`src/rtl/dbs_ram.sv`:
```
// Generic single-port-write, single-port-read RAM with registered read data.
module dbs_ram #(
   parameter int WIDTH = 8,
   parameter int DEPTH = 16
) (
   input  logic                     clock,
   input  logic                     wr_en,
   input  logic [$clog2(DEPTH)-1:0] wr_addr,
   input  logic [WIDTH-1:0]         wr_data,
   input  logic [$clog2(DEPTH)-1:0] rd_addr,
   output logic [WIDTH-1:0]         rd_data
);

   logic [WIDTH-1:0] mem [DEPTH];

   always_ff @(posedge clock) begin
      if (wr_en) begin
         mem[wr_addr] <= wr_data;
      end
      rd_data <= mem[rd_addr];
   end

endmodule

```
`config.mk`:
```
export PLATFORM = sky130hd
export DESIGN_NAME = dbs_ram
export DESIGN_NICKNAME = d
export VERILOG_FILES = /design/src/rtl/dbs_ram.sv
export SDC_FILE = /design/constraint.sdc
export NUM_CORES = 1
export LEC_CHECK = 0
export ABC_AREA = 0
export BUFFER_PORTS_ARGS = -buffer_cell sky130_fd_sc_hd__buf_4
export CORE_MARGIN = 8
export CORE_UTILIZATION = 43
export CTS_CLUSTER_SIZE = 28
export DETAILED_ROUTE_END_ITERATION = 8
export GPL_ROUTABILITY_DRIVEN = 0
export PLACE_DENSITY = 0.57
export SYNTH_ARGS = -nofsm -noshare
export SYNTH_HDL_FRONTEND = slang
export SYNTH_SLANG_ARGS = --single-unit
```
`constraint.sdc`:
```
create_clock -name clock -period 1.76 [get_ports clock]
set_input_delay 0.088 -clock clock [delete_from_list [all_inputs] [get_ports clock]]
set_output_delay 0.088 -clock clock [all_outputs]
set_load 0.005 [all_outputs]
```
Word level (Yosys, flattened, before mapping). Memories as Yosys holds them, arrays and structs flattened. A register that Yosys moved wholly into a read port is not among the register bits. Cells that the tools add are included.

Flip-flop bits (word level): 0. Latch bits: 0. Bits in writable memories: 128. ROM bits: 0. Input bits: 18. Memories kept: 1.

Memory list: mem (words 16, width 8, rd ports 1, clocked after Yosys merged registers in 1, write ports 1, line 14) `logic [WIDTH-1:0] mem [DEPTH];`.

$add $sub $neg: 0. Multipliers: 0. Div/mod/pow operators: 0. Magnitude comparators: 0. Equal/unequal tests: 0. Shift operators: 0. Muxes and demuxes: 2. Bitwise operators: 0. Reductions and logical operators: 0.

Operators with widths (number): 1-bit two-way mux (2).

Depth between registers and ports, before layout.
Depth after elaboration: 2. Mapped depth: 5. Mapped depth without buffers: 3.

Worst setup path after synthesis. OpenSTA, ideal clock, no wires.

Path kind: input port to flip-flop. From: input port wr_addr[2]. To: memory mem[0][0] (enable). Setup time: 0.383 ns. Arrival: 1.198 ns. Required time: 1.377 ns. Slack: 0.179 ns. Stages on the path: 2. Path buffers: 0. Path through: or3b_2 > nor3_1.

RTL lines: from (decl) (line 8) `input logic [$clog2(DEPTH)-1:0] wr_addr,`; to (decl) (line 14).

Straight into the memory's write port.

==> impl_metrics.toml <==
[global_routing]
grt_pass1_vias = 2570
gr-total-overflow = 0
grt_first_pass_wirelength_mm = 15.0
grt_use_total_pct = 13.5
grt_max_degree = 29
antenna_found_initial = 0

[timing]
period_share_pct = 78.0
fmax_mhz = 729
tightest_slew_ps = 441
maxSlewHeadroom_pct = 70.6
rsz0062_at_grt = "no"
clock_skew_ps = 6.89
setup_violations = 0
fin_ws_ps = 388
setup_tns_ps = 0
hold_viol_final = 0
holdWs_ps = 206
min_period_ps = 1370
maxSlewViolCount = 0

[routing]
first_pass_iters = 4
vias = 2402
postRouteAntennaNets = 0
drc_errors = 0
wl_per_cell_um = 22.3
wl_mm = 10.1
vias_per_cell = 5.31
drt-initial-drc-count = 133

[yosys]
ys_warn_count = 0
synth_nets = 247
synthDistinctLibCells = 19
synthCells = 229
ys_seq_elements = 136
avgSynthCellArea_um2 = 22.5
synth_area_um2 = 5150
ys_seq_area_share_pct = 77.8

[setup_path]
startpoint_type = "flop"
critical_path.max_fanout = 1
cp_data_arrival_time_ps = 1660
ff2ff_setup_slack_ps = 390
cpLargestDelayFamily = "multiplexers"
worstPathCellList = "mux4_1 -> a22oi_1 -> nand2_1"
critical-path-slowest-cell = "mux4_1"
crit_buf_inv = 0
slowest_delay_ps = 510
cp.required_ps = 2040
path_class = "reg -> reg"
critPathCaptureType = "flop"

[finish]
fill_cells = 924
final_cell_count_no_fill = 452
final_util_pct = 53.2
areaGrowthSynthToFinish_pct = 22.6
drive_gt1_share_pct = 30.5
regArea_um2 = 4000
antenna_cells = 0
multi_input_area_um2 = 1060
layout.nets = 311
stdcell_area_um2 = 6310

[die]
ioPinCount = 26
fp.dieW_um = 125
initial_core_util_pct = 43.4
coreArea_um2 = 11900
dieArea_um2 = 15700
die_h_um = 125
rows = 40

[run_status]
outcome = "finished, final reports clean"

[placed_design]
portBuffers = 25
dpl.hpwl_mm = 6.53
dp.cells = 413
pre_cts_ws_ps = 255
placed_area_um2 = 5620

[min_path]
worstHoldPathType = "in -> reg"

[clocking]
tritoncts = "built"
cts_sinks = 136
cts_made_buffers = 17
root_buffer = "clkbuf_16"
clkLatencyLatePin_ps = 410
cts_resized = 0
htreeDepth = 4
clkTransAtPathRegs_ps = 60
ctsLongestPathBuffers = 2

[pwr]
p_leak_nw = 2.17
power_density_nw_per_um2 = 1210
irDropWorstVdd_v = 0.000609
p_total_mw = 7.62

[run]
cap_viol_max_count = 0
## worst register-to-register path, cell delays in order, from the launching register on
cell	delay (ps)
edfxtp_1	360
mux4_1	520
a22oi_1	290
nand2_1	100
## final timing paths
| path | startpoint | depth (start not counted) | endpoint |
|---|---|---|---|
| max | mem[1][3] | 3 | rd_data[3] |
| min | wr_addr[0] | 3 | mem[8][4] |
| max reg2reg | mem[1][3] | 3 | rd_data[3] |
| min reg2reg | mem[14][2] | 3 | rd_data[2] |
## sequential cells by signal, summed over array words and instances (netlist names)
signal,count
mem,128
rd_data,8
## layout by cell type, fill, tap and decap left out, drive strengths merged
| master | Yosys | layout |
|---|---|---|
| mux4 | 32 | 32 |
| clkinv | 0 | 7 |
| edfxtp | 128 | 128 |
| dlygate4sd3 | 0 | 8 |
| clkbuf | 0 | 18 |
| nand2b | 2 | 2 |
| and2b | 1 | 1 |
| and2 | 1 | 1 |
| buf | 7 | 47 |
| nand3 | 1 | 1 |
| or3b | 1 | 1 |
| nor3 | 4 | 4 |
| inv | 0 | 1 |
| nand3b | 2 | 2 |
| clkinvlp | 0 | 1 |
| dfxtp | 8 | 8 |
| nand2 | 9 | 9 |
| nor2 | 13 | 13 |
| nor2b | 1 | 1 |
| a22oi | 16 | 16 |
| bufinv | 0 | 4 |
## layer usage
metal  vias to the layer above  part of all wire [%]  track usage, %  routed length (um)
met1                      1226                    43            15.9                4320
met5                         -                     0               0                   0
li1                       1101                     -               -                   -
met3                         9                   4.4            3.40                 439
met4                         0                   1.3            7.38                 136
met2                        66                    51            22.4                5190
## cell type report
| cell class | instances | area share, % |
|---|---|---|
| Sequential cell | 136 | 63.4 |
| Multi-Input combinational cell | 83 | 16.8 |
| Timing Repair Buffer | 55 | 7.26 |
| Clock buffer | 18 | 6.80 |
| Tap cell | 147 | 2.91 |
| Clock inverter | 13 | 2.84 |
## where the power goes
part | switching (mW) | total, mW | internal, mW
Clock | 1.25 | 3.60 | 2.35
Combinational | 0.187 | 0.370 | 0.184
Sequential | 0.0280 | 3.65 | 3.62
Total | 1.46 | 7.62 | 6.16
## synthesized netlist by cell type
library cell | n | area [um^2]
and2_1 | 1 | 6.26
mux4_2 | 18 | 405
nor2b_1 | 1 | 6.26
nand3b_1 | 2 | 15.0
nand2b_1 | 2 | 12.5
a22oi_1 | 16 | 120
dfxtp_1 | 8 | 160
nand2_1 | 9 | 33.8
buf_6 | 3 | 33.8
buf_2 | 3 | 15.0
and2b_1 | 1 | 7.51
buf_4 | 1 | 7.51
nand3_1 | 1 | 5.00
edfxtp_1 | 128 | 3840
mux4_1 | 14 | 368
clkdlybuf4s25_2 | 3 | 30.0
or3b_2 | 1 | 8.76
nor2_1 | 13 | 48.8
nor3_1 | 4 | 20.0
## logic make-up after synthesis
logic type             synth area share (%)
buffers and inverters                  1.68
AOI/OAI and AO/OA                      2.33
DFF                                    77.8
and+or+nand+nor                        3.18
muxes                                  15.0
## what timing repair did
item	in CTS	in global routing
hold buffers	8	0
buffers inserted	0	0
hold endpoints to repair	118	0
No activity file was read; power rests on OpenSTA's default activity.
